===== src/rtl/core/plars_pkg.sv =====
// ----------------------------------------------------------------------------
// plars_pkg
// Shared constants and types for the polyline arc-length resampler.
// ----------------------------------------------------------------------------
package plars_pkg;

  localparam int unsigned MaxPointsDflt  = 256;
  localparam int unsigned MaxSamplesDflt = 64;

  localparam int unsigned CoordW = 18;
  localparam int unsigned LenW   = 28;
  localparam int unsigned FracW  = 17;
  localparam int unsigned CntW   = 7;

  localparam logic [LenW-1:0]  LenMax  = '1;
  localparam logic [FracW-1:0] FracOne = 17'h10000;

  // configuration register indexes
  localparam logic [1:0] RegCount = 2'd0;
  localparam logic [1:0] RegStart = 2'd1;
  localparam logic [1:0] RegEnd   = 2'd2;

  // divider request and reply
  typedef struct packed {
    logic        start;
    logic [63:0] num;
    logic [63:0] den;
  } div_req_t;

  typedef struct packed {
    logic        done;
    logic [63:0] quo;
  } div_rsp_t;

endpackage


===== src/rtl/core/plars_div.sv =====
// ----------------------------------------------------------------------------
// plars_div
// Unsigned restoring divider, one quotient bit per cycle.
// ----------------------------------------------------------------------------
module plars_div (
  input  logic                clk_i,
  input  logic                rst_ni,
  input  plars_pkg::div_req_t req_i,
  output plars_pkg::div_rsp_t rsp_o
);

  logic [63:0] quo_q, quo_d, rem_q, rem_d, den_q, den_d;
  logic [6:0]  cnt_q, cnt_d;
  logic        busy_q, busy_d, done_q, done_d;
  logic [64:0] trial;

  always_comb begin
    quo_d  = quo_q;
    rem_d  = rem_q;
    den_d  = den_q;
    cnt_d  = cnt_q;
    busy_d = busy_q;
    done_d = 1'b0;
    trial  = '0;
    if (req_i.start) begin
      quo_d  = req_i.num;
      rem_d  = '0;
      den_d  = req_i.den;
      cnt_d  = 7'd64;
      busy_d = 1'b1;
    end else if (busy_q) begin
      trial = {rem_q, quo_q[63]} - {1'b0, den_q};
      if (!trial[64]) begin
        rem_d = trial[63:0];
        quo_d = {quo_q[62:0], 1'b1};
      end else begin
        rem_d = {rem_q[62:0], quo_q[63]};
        quo_d = {quo_q[62:0], 1'b0};
      end
      cnt_d = cnt_q - 7'd1;
      if (cnt_q == 7'd1) begin
        busy_d = 1'b0;
        done_d = 1'b1;
      end
    end
  end

  always_ff @(posedge clk_i or negedge rst_ni) begin
    if (!rst_ni) begin
      busy_q <= 1'b0;
      done_q <= 1'b0;
      cnt_q  <= '0;
    end else begin
      busy_q <= busy_d;
      done_q <= done_d;
      cnt_q  <= cnt_d;
    end
  end

  always_ff @(posedge clk_i) begin
    quo_q <= quo_d;
    rem_q <= rem_d;
    den_q <= den_d;
  end

  assign rsp_o.done = done_q;
  assign rsp_o.quo  = quo_q;

endmodule


===== config.mk =====
export PLATFORM = sky130hd
export DESIGN_NAME = plars_div
export DESIGN_NICKNAME = d
export VERILOG_FILES = /design/src/rtl/core/plars_pkg.sv /design/src/rtl/core/plars_div.sv
export SDC_FILE = /design/constraint.sdc
export NUM_CORES = 1
export LEC_CHECK = 0
export BUFFER_PORTS_ARGS = -buffer_cell sky130_fd_sc_hd__buf_2
export CAP_MARGIN = 20
export CORE_MARGIN = 4
export CORE_UTILIZATION = 45
export DETAILED_ROUTE_END_ITERATION = 16
export GPL_TIMING_DRIVEN = 0
export PLACE_DENSITY = 0.73
export SETUP_SLACK_MARGIN = 0.02
export SLEW_MARGIN = 20
export SYNTH_ARGS = -nofsm -noshare
export SYNTH_HDL_FRONTEND = slang
export SYNTH_SLANG_ARGS = --single-unit

===== constraint.sdc =====
create_clock -name clk_i -period 3.4 [get_ports clk_i]
set_clock_uncertainty 0.05 [all_clocks]
set_input_delay 0.51 -clock clk_i [delete_from_list [all_inputs] [get_ports clk_i]]
set_output_delay 0.51 -clock clk_i [all_outputs]
set_load 0.01 [all_outputs]

* Word-level counts from Yosys, hierarchy flattened
Cells that the tools add are included.
** Cells by class
- Add/sub/neg operators :: 2
- Equality and inequality tests :: 1
- Muxes and demuxes :: 12
- Reduce and logical (&&, ||, !) cells :: 1
** Operators with widths (count)
- two-way mux 64 bit :: 3
- subtractor 65 x 64 -> 65 bit :: 1
- two-way mux 7 bit :: 2
- equality test 7 x 1 -> 1 bit, second input constant :: 1
- two-way mux 1 bit :: 7
- subtractor 7 x 1 -> 7 bit, second input constant :: 1
- nonzero test 2 bit :: 1
** Word-level totals
- Bits in registers :: 201
- Input port bits :: 131

* Logic depth before layout (Yosys ltp)
Gate-level depths: netlist of the first run.
- Depth in word-level cells :: 4
- Gate-level depth with buffers :: 16
- Gate-level depth less buffers :: 14

* Worst setup path after synthesis of the first run
Ideal clock, no wire load.
- Path kind :: register -> register
- From :: reg quo_q[63]
- To :: reg rem_q[0]
- Setup time :: 0.188 ns
- Data arrival time :: 2.916 ns
- Required time :: 3.162 ns
- Slack :: 0.246 ns
- Stages on the path, launching flop included :: 16
- Period minus slack after synthesis :: 3.154 ns
- Cell sequence :: edfxtp_1 > inv_1 > ha_1 > fa_1 > nand2b_1 > a21oi_1 > o41a_1 > a21o_1 > a31oi_1 > o21a_2 > o211ai_4 > buf_6 > buf_2 > nor2_1 > a21oi_1 > o22ai_1
** On the way
- Longest elaborated chain between the ends :: 2
** Ends and longest elaborated chain
- start, declared :: line plars_div.sv:12 : logic [63:0] quo_q, quo_d, rem_q, rem_d, den_q, den_d;
- start signal, assigned :: line plars_div.sv:61 : quo_q <= quo_d;
- subtractor 65 x 64 -> 65 bit :: line plars_div.sv:32 : trial = {rem_q, quo_q[63]} - {1'b0, den_q};
- two-way mux 64 bit * :: line plars_div.sv:33 : if (!trial[64]) begin
- end signal, assigned :: line plars_div.sv:62 : rem_q <= rem_d;
- end, declared :: line plars_div.sv:12
Mark *: on every way between the ends. The rest lies on a longest branch, timed or not.
A chain may end at the register's enable or synchronous reset.

* Worst setup path after layout of the first run
- From :: reg rem_q[50]
- To :: reg rem_q[18]
** On the way
- Longest elaborated chain between the ends :: 2
** Ends and longest elaborated chain (line)
- subtractor 65 x 64 -> 65 bit :: plars_div.sv:32
- two-way mux 64 bit :: plars_div.sv:33
Every way passes these cells.

==> metrics.md, run 1 <==
| Metric | Value |
|---|---|
| Worst Reg-to-Reg Cells | `16` |
| PwrDens | `471 nW/um^2` |
| Core area | `25900 um^2` |
| Total Wirelength | `35100 um` |
| N_diodes | `0` |
| Seq/Total Area, Yosys | `45.3%` |
| Share of cells above drive strength 1 | `30.0%` |
| Vias in the first global route | `10160` |
| Crit-path cells | `ha_1 -> clkbuf_1 -> nand2_1 -> o21ai_1 -> a221o_1 -> a2111o_1 -> nor2_1 -> o211ai_1 -> o211ai_4 -> buf_12 -> buf_12 -> clkbuf_16 -> nand2_2 -> o211ai_1 -> o21ai_1 -> nor2_1` |
| First-pass GRT wire length | `53300 um` |
| Final net count | `1646` |
| Clk sinks | `201` |
| Ys Warns | `0` |
| DP Wirelength | `24900 um` |
| Num rows | `59` |
| Max FO, Critical Path | `7` |
| Total Power | `7.04 mW` |
| Die area | `28900 um^2` |
| Failing checks | `setup timing` |
| Per-cell routed wire length | `19.5 um` |
| Post-synth cell types | `72` |
| Inst Count DP | `1732` |
| # DRC | `0` |
| GPL Wtd Cong | `0.942` |
| Critical path class | `register to register` |
| Final hold vios | `0` |
| Starting Density | `45.5%` |
| I/O pins | `196` |
| Post-synthesis async set-or-reset flop share | `4.48%` |
| Post-DP Area | `13200 um^2` |
| Slowest-stage cell, CP | `a2111o_1` |
| Final period util | `103%` |
| Initial antenna violation count | `1` |
| Min-Delay Path Class | `input pin to register` |
| Num CTS Buffers | `25` |
| Crit start category | `register` |
| Layout overhead on the synthesized area | `26.7%` |
| Final setup viols | `38` |
| CP Launch Point | `rem_q[50]` |
| Final non-filler cell total | `1801` |
| Rel. slew slack | `24.1%` |
| Largest net degree at the start of global routing | `36` |
| Post-synthesis cell count | `1200` |
| Die Span X | `170 um` |
| Clk root buf | `clkbuf_16` |
| Reg-to-Reg Start | `rem_q[50]` |
| Worst path max stage delay | `0.51 ns` |
| Reg2Reg Capture Point | `rem_q[18]` |
| Seq cells post-synth | `201` |
| Synth area leader | `edfxtp_1` |
| Area of the mapped netlist | `11800 um^2` |
| Synth area leaders | `edfxtp_1 (33%), dfxtp_1 (11%), ha_1 (7.0%), mux2_2 (6.0%), a21oi_1 (3.9%)` |
| P_leak | `6.44 nW` |
| Max Fclk | `286 MHz` |
| Crit-path leading delay family | `compound AO/OA/AOI/OAI gates` |
| Status | `complete, but fails checks` |
| Max-slew violation count | `0` |
| CP Depth | `16` |
| EDFF count, synth | `128` |
| 1st-pass router iterations | `5` |
| Hold slack final | `0.0887 ns` |
| RSZ-0062 raised after global routing | `yes` |
| Max H-tree Level | `1` |
| Synthesized Nets | `1398` |
| Worst-Skew Late Latency | `0.54 ns` |
| Endpoint type of the worst setup path | `register` |
| Peak supply drop | `0.000427 V` |
| Arr. time, crit path | `3.91 ns` |
| Via count | `10354` |
| GR Overflow Total | `0` |
| Crit path to | `rem_q[18]` |
| Vias per cell | `5.75` |
| Reg2Reg Setup Slack | `-0.09 ns` |
| Number of antenna-violating nets in the routed design | `0` |
| Fin area | `14900 um^2` |
| Die height | `170 um` |
| Worst Path Required | `3.82 ns` |
| I/O Buffers | `195` |
| Syn Area/Cell | `9.83 um^2` |
| Top FF cell, synth | `edfxtp_1` |
| Maximum clock path buffer count | `3` |
| Global-route usage over all layers | `22.8%` |
| Max-cap violations | `0` |
| Post-synth top area share | `32.6%` |
| Final min period | `3.49 ns` |
| Least-Margin Pin Slew | `1.13 ns` |
| Clock Pin Slew Worst Setup and Hold Paths | `0.06 ns` |
| DRT iter0 DRCs | `874` |
| Crit path buffers/inverters | `4` |
| Final WS setup | `-0.0919 ns` |
| CTS tree | `done` |
## power by group
part	internal, mW	leakage, nW	switching [mW]
combinational	0.637	4.11	0.860
clock	1.44	0.393	1.06
sequential	2.88	1.93	0.161
total	4.95	6.44	2.08
## sequential cells by signal, summed over array words and instances (netlist names)
name,cells
cnt_q,7
rem_q,64
den_q,64
busy_q,1
done_q,1
quo_q,64
## placed cells by master, fill, tap and decap left out, types with 18 or more instances in the layout
master	Yosys	routed
o21ai_0	71	53
nor2_1	95	91
xor2_1	34	34
clkbuf_1	39	38
mux2_2	63	63
o21ai_1	15	26
nand2_1	117	97
o211ai_1	22	22
xnor2_1	31	31
buf_4	5	18
a21o_1	28	27
edfxtp_1	128	128
buf_2	8	195
a21oi_1	92	80
clkbuf_16	0	33
nand3_1	19	19
ha_1	66	63
dfxtp_1	64	63
inv_1	86	83
## worst register-to-register path: cells and delay by family, from the launching register on
kind,cells,cell delay [ns]
AOI/OAI and AO/OA,7,1.50
and+or+nand+nor,4,0.53
DFF,1,0.41
adders and majority gates,1,0.25
buffers and inverters,4,0.68
## per-layer routing
metal / global-route usage (%) / wire [um] / up-vias
li1: - / - / 4866
met5: 0 / 13 / -
met4: 7.33 / 1290 / 2
met1: 29.0 / 13900 / 4895
met2: 38.0 / 16600 / 496
met3: 6.39 / 3410 / 95
## through the flow
step	worst slack, ns	TNS (ns)	utilization [%]
6_report	-0.0919	-1.12	57.7
5_1_grt	-0.238	-6.80	57.7
4_1_cts	0.0241	0	54.7
3_5_place_dp	-0.555	-24.91	51.1
3_3_place_gp	-1.89	-142.11	50.9
2_1_floorplan	0.246	0	-
## logic make-up (layout without fill, tap and decap cells)
kind of cell               count (synthesis)  in the layout  share of synthesized area (%)
buffers and inverters                    149            415                           5.26
and+or+nand+nor                          305            305                           11.5
muxes                                     77             77                           7.20
AOI/OAI and AO/OA                        336            336                           18.7
xor gates and xnor gates                  65             65                           4.83
DFF                                      201            201                           45.3
adders and majority gates                 67             67                           7.17
## cells in the mapped netlist (all sizes together), types with 9 or more instances
cell	number
a211oi	16
a21o	28
a21oi	92
a22o	11
a311oi	11
buf	21
clkbuf	41
dfrtp	9
dfxtp	64
edfxtp	128
ha	66
inv	87
mux2	63
mux2i	14
nand2	117
nand2b	14
nand3	19
nand4	17
nor2	95
nor3	14
o211ai	23
o21ai	87
o21bai	14
xnor2	31
xor2	34
## cell type report
type / instances / area (um^2)
inverters: 87 / 332
clock inverters: 12 / 77.6
plain buffers: 60 / 420
fillers: 2197 / 11000
well taps: 335 / 419
multi-input cells: 850 / 6280
clock buffers: 33 / 693
repair buffers: 223 / 1370
flip-flops and latches: 201 / 5350
## repair_timing
action,in CTS,in global routing
hold buffers,1,0
setup endpoints to repair,65,65
resized for setup,33,122
endpoints found under the hold margin,9,0
pin swaps,7,41
setup buffers,3,13
gates cloned,1,8
## how the worst min path moves through the flow
stage	to	slack, ns	depth (start not counted)	start
floorplan	busy_q	0.16	0	rst_ni
global placement	cnt_q[0]	0.32	1	rst_ni
detailed placement	cnt_q[3]	0.32	1	rst_ni
CTS	den_q[4]	0.06	1	req_i[4]
global route	den_q[3]	0.06	1	req_i[3]
finish	den_q[3]	0.09	1	req_i[3]
No activity file was read; power rests on OpenSTA's default activity.
==> run 2, diff against run 1 <==
--- a/config.mk
+++ b/config.mk
@@ -5,13 +5,14 @@
 export SDC_FILE = /design/constraint.sdc
 export NUM_CORES = 1
 export LEC_CHECK = 0
+export ABC_AREA = 1
 export BUFFER_PORTS_ARGS = -buffer_cell sky130_fd_sc_hd__buf_2
 export CAP_MARGIN = 20
 export CORE_MARGIN = 4
 export CORE_UTILIZATION = 45
 export DETAILED_ROUTE_END_ITERATION = 16
 export GPL_TIMING_DRIVEN = 0
-export PLACE_DENSITY = 0.73
+export PLACE_DENSITY = 0.72
 export SETUP_SLACK_MARGIN = 0.02
 export SLEW_MARGIN = 20
 export SYNTH_ARGS = -nofsm -noshare
==> run 2 against run 1 <==
The run now ends clean. Global-route usage is 1.5 points higher. Register-to-register slack improved by 0.30 ns. Fmax increased by 9.5%. Cell count increased by 65%. Largest power group unchanged. Combinational power fell by 44%. Wire length is 25% higher. Sequential power fell by 6%.
==> metrics.md, run 2 <==
| Metric | Value |
|---|---|
| CTS tree | `done (unchanged)` |
| Clk sinks | `201 (unchanged)` |
| Post-CTS sizing | `0 (was 33)` |
| Clock power frac | `40.3% (was 35.6%)` |
| Number of antenna-violating nets in the routed design | `0 (unchanged)` |
| EDFF count, synth | `128 (unchanged)` |
| Least-Margin Pin Slew | `1.03 ns (was 1.13 ns)` |
| Crit path buffers/inverters | `4 (unchanged)` |
| Comb pwr share | `13.5% (was 21.3%)` |
| Post-synth top area share | `27.1% (was 32.6%)` |
| Most Used Layer, Global Route | `met2 (unchanged)` |
| 1st-pass router iterations | `5 (unchanged)` |
| Design internal power | `4.58 mW (was 4.95 mW)` |
| Max-slew violation count | `0 (unchanged)` |
| Final net count | `2715 (was 1646)` |
| Final non-filler cell total | `2969 (was 1801)` |
| Global-route usage over all layers | `24.3% (was 22.8%)` |
| Multi-input logic area | `7110 um^2 (was 6280 um^2)` |
| I/O pins | `196 (unchanged)` |
| GR Util met3 | `5.72% (was 6.39%)` |
| Die height | `188 um (was 170 um)` |
| Area of the mapped netlist | `14600 um^2 (was 11800 um^2)` |
| Crit-path leading delay family | `simple AND/OR/NAND/NOR gates (was compound AO/OA/AOI/OAI gates)` |
| Reg-to-Reg Start | `quo_q[63] (was rem_q[50])` |
| DP Wirelength | `36300 um (was 24900 um)` |
| Final period util | `93.8% (was 103%)` |
| Adder-cell share of the synthesized area | `5.78% (was 7.17%)` |
| Post-synth cell types | `36 (was 72)` |
| Largest net degree at the start of global routing | `42 (was 36)` |
| Rel. slew slack | `31.4% (was 24.1%)` |
| Maximum clock path buffer count | `3 (unchanged)` |
| Share of cells above drive strength 1 | `12.3% (was 30.0%)` |
| P_sw | `1.63 mW (was 2.08 mW)` |
| Synthesized Nets | `2492 (was 1398)` |
| Endpoint type of the worst setup path | `register (unchanged)` |
| Post-synthesis cell count | `2294 (was 1200)` |
| Switching share of power | `26.3% (was 29.6%)` |
| Die Span X | `188 um (was 170 um)` |
| Synth area leaders | `nand2_1 (27%), edfxtp_1 (26%), inv_1 (13%), dfxtp_1 (8.8%), ha_1 (5.6%) (was edfxtp_1 (33%), dfxtp_1 (11%), ha_1 (7.0%), mux2_2 (6.0%), a21oi_1 (3.9%))` |
| Initial antenna violation count | `0 (was 1)` |
| Per-cell routed wire length | `14.8 um (was 19.5 um)` |
| Clk root buf | `clkbuf_16 (unchanged)` |
| Worst Path Required | `3.77 ns (was 3.82 ns)` |
| Post-synthesis async set-or-reset flop share | `4.48% (unchanged)` |
| Post-layout util | `53.3% (was 57.7%)` |
| Largest registers | `den_q: 64 flops, quo_q: 64 flops, rem_q: 64 flops (unchanged)` |
| Most frequent cell after synthesis | `nand2_1 (was edfxtp_1)` |
| RSZ-0062 raised after global routing | `no (was yes)` |
| Syn Area/Cell | `6.37 um^2 (was 9.83 um^2)` |
| Max-cap violations | `0 (unchanged)` |
| Max Fclk | `314 MHz (was 286 MHz)` |
| Synth area leader | `nand2_1 (was edfxtp_1)` |
| Total Power | `6.22 mW (was 7.04 mW)` |
| Slowest-stage cell, CP | `fa_1 (was a2111o_1)` |
| CP Depth | `21 (was 16)` |
| Reg2Reg Capture Point | `rem_q[0] (was rem_q[18])` |
| Met1 global-route usage | `31.0% (was 29.0%)` |
| Seq cells post-synth | `201 (unchanged)` |
| DRT iter0 DRCs | `834 (was 874)` |
| Arr. time, crit path | `3.56 ns (was 3.91 ns)` |
| Most frequent CP cell | `nand2_1` |
| Crit path to | `rem_q[0] (was rem_q[18])` |
| Die area | `35400 um^2 (was 28900 um^2)` |
| GR Overflow Total | `0 (unchanged)` |
| Post-synth top cells | `nand2_1 (1057), inv_1 (496), edfxtp_1 (128) (was edfxtp_1 (128), nand2_1 (117), nor2_1 (95))` |
| Critical path class | `register to register (unchanged)` |
| Vias per cell | `4.71 (was 5.75)` |
| Starting Density | `46.0% (was 45.5%)` |
| Max H-tree Level | `1 (unchanged)` |
| Core area | `31800 um^2 (was 25900 um^2)` |
| Total Wirelength | `44000 um (was 35100 um)` |
| Clock Pin Slew Worst Setup and Hold Paths | `0.06 ns (about the same)` |
| CP Launch Point | `quo_q[63] (was rem_q[50])` |
| Sequential share of power | `46.2% (was 43.2%)` |
| Top FF cell, synth | `edfxtp_1 (unchanged)` |
| Max FO, Critical Path | `10 (was 7)` |
| P_leak | `9.79 nW (was 6.44 nW)` |
| Synth Area in Compound Gates | `2.64% (was 18.7%)` |
| Worst-Skew Late Latency | `0.55 ns (was 0.54 ns)` |
| Met2 Resource Use GR | `40.7% (was 38.0%)` |
| Final setup viols | `0 (was 38)` |
| Worst path max stage delay | `0.42 ns (was 0.51 ns)` |
| Num CTS Buffers | `23 (was 25)` |
| Final min period | `3.19 ns (was 3.49 ns)` |
| Via count | `13976 (was 10354)` |
| Mux contribution to synthesized area | `0% (was 7.20%)` |
| PwrDens | `367 nW/um^2 (was 471 nW/um^2)` |
| Reg2Reg Setup Slack | `0.21 ns (was -0.09 ns)` |
| Ys Warns | `0 (unchanged)` |
| I/O Buffers | `195 (unchanged)` |
| Status | `finished, final reports clean (was complete, but fails checks)` |
| First-pass GRT wire length | `69200 um (was 53300 um)` |
| Final hold vios | `0 (unchanged)` |
| Simple-Gate Fraction of Synth Area | `38.3% (was 11.5%)` |
| Min-Delay Path Class | `input pin to register (unchanged)` |
| Commonest non-fill, non-tap cell in the layout | `nand2_1 (was buf_2)` |
| Main combinational cell family by area after synthesis | `simple AND/OR/NAND/NOR gates (was compound AO/OA/AOI/OAI gates)` |
| Worst Reg-to-Reg Cells | `21 (was 16)` |
| GPL Wtd Cong | `0.993 (was 0.942)` |
| Num rows | `65 (was 59)` |
| Reg area | `5350 um^2 (about the same)` |
| Inst Count DP | `2926 (was 1732)` |
| Crit-path cells | `inv_1 -> ha_1 -> fa_1 -> inv_1 -> nand2_1 -> nand2_1 -> nand3_1 -> nand2_2 -> nand2_1 -> nand2_2 -> nand2_1 -> nand2_2 -> nand2_2 -> nand2_2 -> nand2_4 -> nand2_4 -> buf_6 -> buf_6 -> nand2_1 -> nand3_1 -> nand2_1 (was ha_1 -> clkbuf_1 -> nand2_1 -> o21ai_1 -> a221o_1 -> a2111o_1 -> nor2_1 -> o211ai_1 -> o211ai_4 -> buf_12 -> buf_12 -> clkbuf_16 -> nand2_2 -> o211ai_1 -> o21ai_1 -> nor2_1)` |
| Vias in the first global route | `13418 (was 10160)` |
| Fillers | `3277 (was 2197)` |
| Commonest cells after routing, fill and taps aside | `nand2_1 (1057), inv_1 (495), buf_2 (202), edfxtp_1 (128), nand3_1 (123) (was buf_2 (195), edfxtp_1 (128), nand2_1 (97), nor2_1 (91), inv_1 (83))` |
| # DRC | `0 (unchanged)` |
| Post-Synth XOR/XNOR Area | `1.86% (was 4.83%)` |
| Seq/Total Area, Yosys | `36.6% (was 45.3%)` |
| Crit start category | `register (unchanged)` |
| Layout overhead on the synthesized area | `15.9% (was 26.7%)` |
| Peak supply drop | `0.000427 V (about the same)` |
-- run 2: cell types whose count changed after synthesis, sizes merged, moves of 38 or more --
cell and delta:
nand3 +113, o21ai -68, mux2 -63, nand2 +978, inv +414, a21oi -38
-- run 2: worst min-delay path by stage --
stage / cells past startpoint / to / from / slack, ns
2_1_floorplan: 0 / busy_q / rst_ni / 0.16
3_3_place_gp: 1 / done_q / rst_ni / 0.32
3_5_place_dp: 1 / done_q / rst_ni / 0.32
4_1_cts: 1 / den_q[32] / req_i[32] / 0.05
5_1_grt: 1 / den_q[26] / req_i[26] / 0.05
6_report: 1 / den_q[9] / req_i[9] / 0.08
-- run 2: cell families after synthesis --
kind of cell / count (synthesis)
simple gates: 1376
buf+inv: 544
flops: 201
compound gates: 75
fa+ha+maj: 67
xor+xnor: 31
-- run 2: repair_timing --
| item | in CTS | in global routing |
|---|---|---|
| setup buffers | 0 | 0 |
| hold buffers | 1 | 0 |
| hold endpoints to repair | 9 | 0 |
-- run 2: area by class of cell --
class | count | area share, %
Sequential cell | 201 | 31.6
Antenna cell | 1 | 0.0148
Tap cell | 435 | 3.21
Clock buffer | 37 | 3.94
Buffer | 43 | 1.70
Clock inverter | 4 | 0.494
Timing Repair Buffer | 198 | 6.07
Multi-Input combinational cell | 1549 | 41.9
Inverter | 501 | 11.1
-- run 2: through the flow --
stage | setup TNS, ns | area (um^2) | hold WS (ns) | worst slack [ns]
2_1_floorplan | 0 | 14600 | 0.164 | 0.808
3_3_place_gp | -93.25 | 16100 | 0.321 | -1.42
3_5_place_dp | 0 | 16200 | 0.322 | 0.252
4_1_cts | 0 | 17000 | 0.0467 | 0.235
5_1_grt | 0 | 17000 | 0.0492 | 0.0349
6_report | 0 | 17000 | 0.0790 | 0.211
-- run 2: worst register-to-register path, stage by stage, from the launching register on --
cell	delay, ns
edfxtp_1	0.39
inv_1	0.08
ha_1	0.22
fa_1	0.42
inv_1	0.12
nand2_1	0.06
nand2_1	0.07
nand3_1	0.09
nand2_2	0.13
nand2_1	0.08
nand2_2	0.14
nand2_1	0.08
nand2_2	0.12
nand2_2	0.12
nand2_2	0.12
nand2_4	0.09
nand2_4	0.10
buf_6	0.19
buf_6	0.19
nand2_1	0.08
nand3_1	0.08
nand2_1	0.06
-- run 2: power groups by stage --
stage | Combinational [mW] | Clock, mW | Sequential [mW]
after floorplan | 0.457 | 0 | 2.94
after global placement | 0.823 | 0 | 2.92
after detailed placement | 0.841 | 0 | 2.92
after CTS | 0.843 | 2.58 | 2.87
after global routing | 0.945 | 2.68 | 2.89
final | 0.839 | 2.50 | 2.87
-- run 2: routing by layer --
metal  wire length, um  part of all wire [%]  up-vias
met3              3410                   7.8       88
li1                  -                     -     7294
met1             19100                    43     6150
met4              1730                   3.9        0
met2             19800                    45      444
met5                 0                     0        -
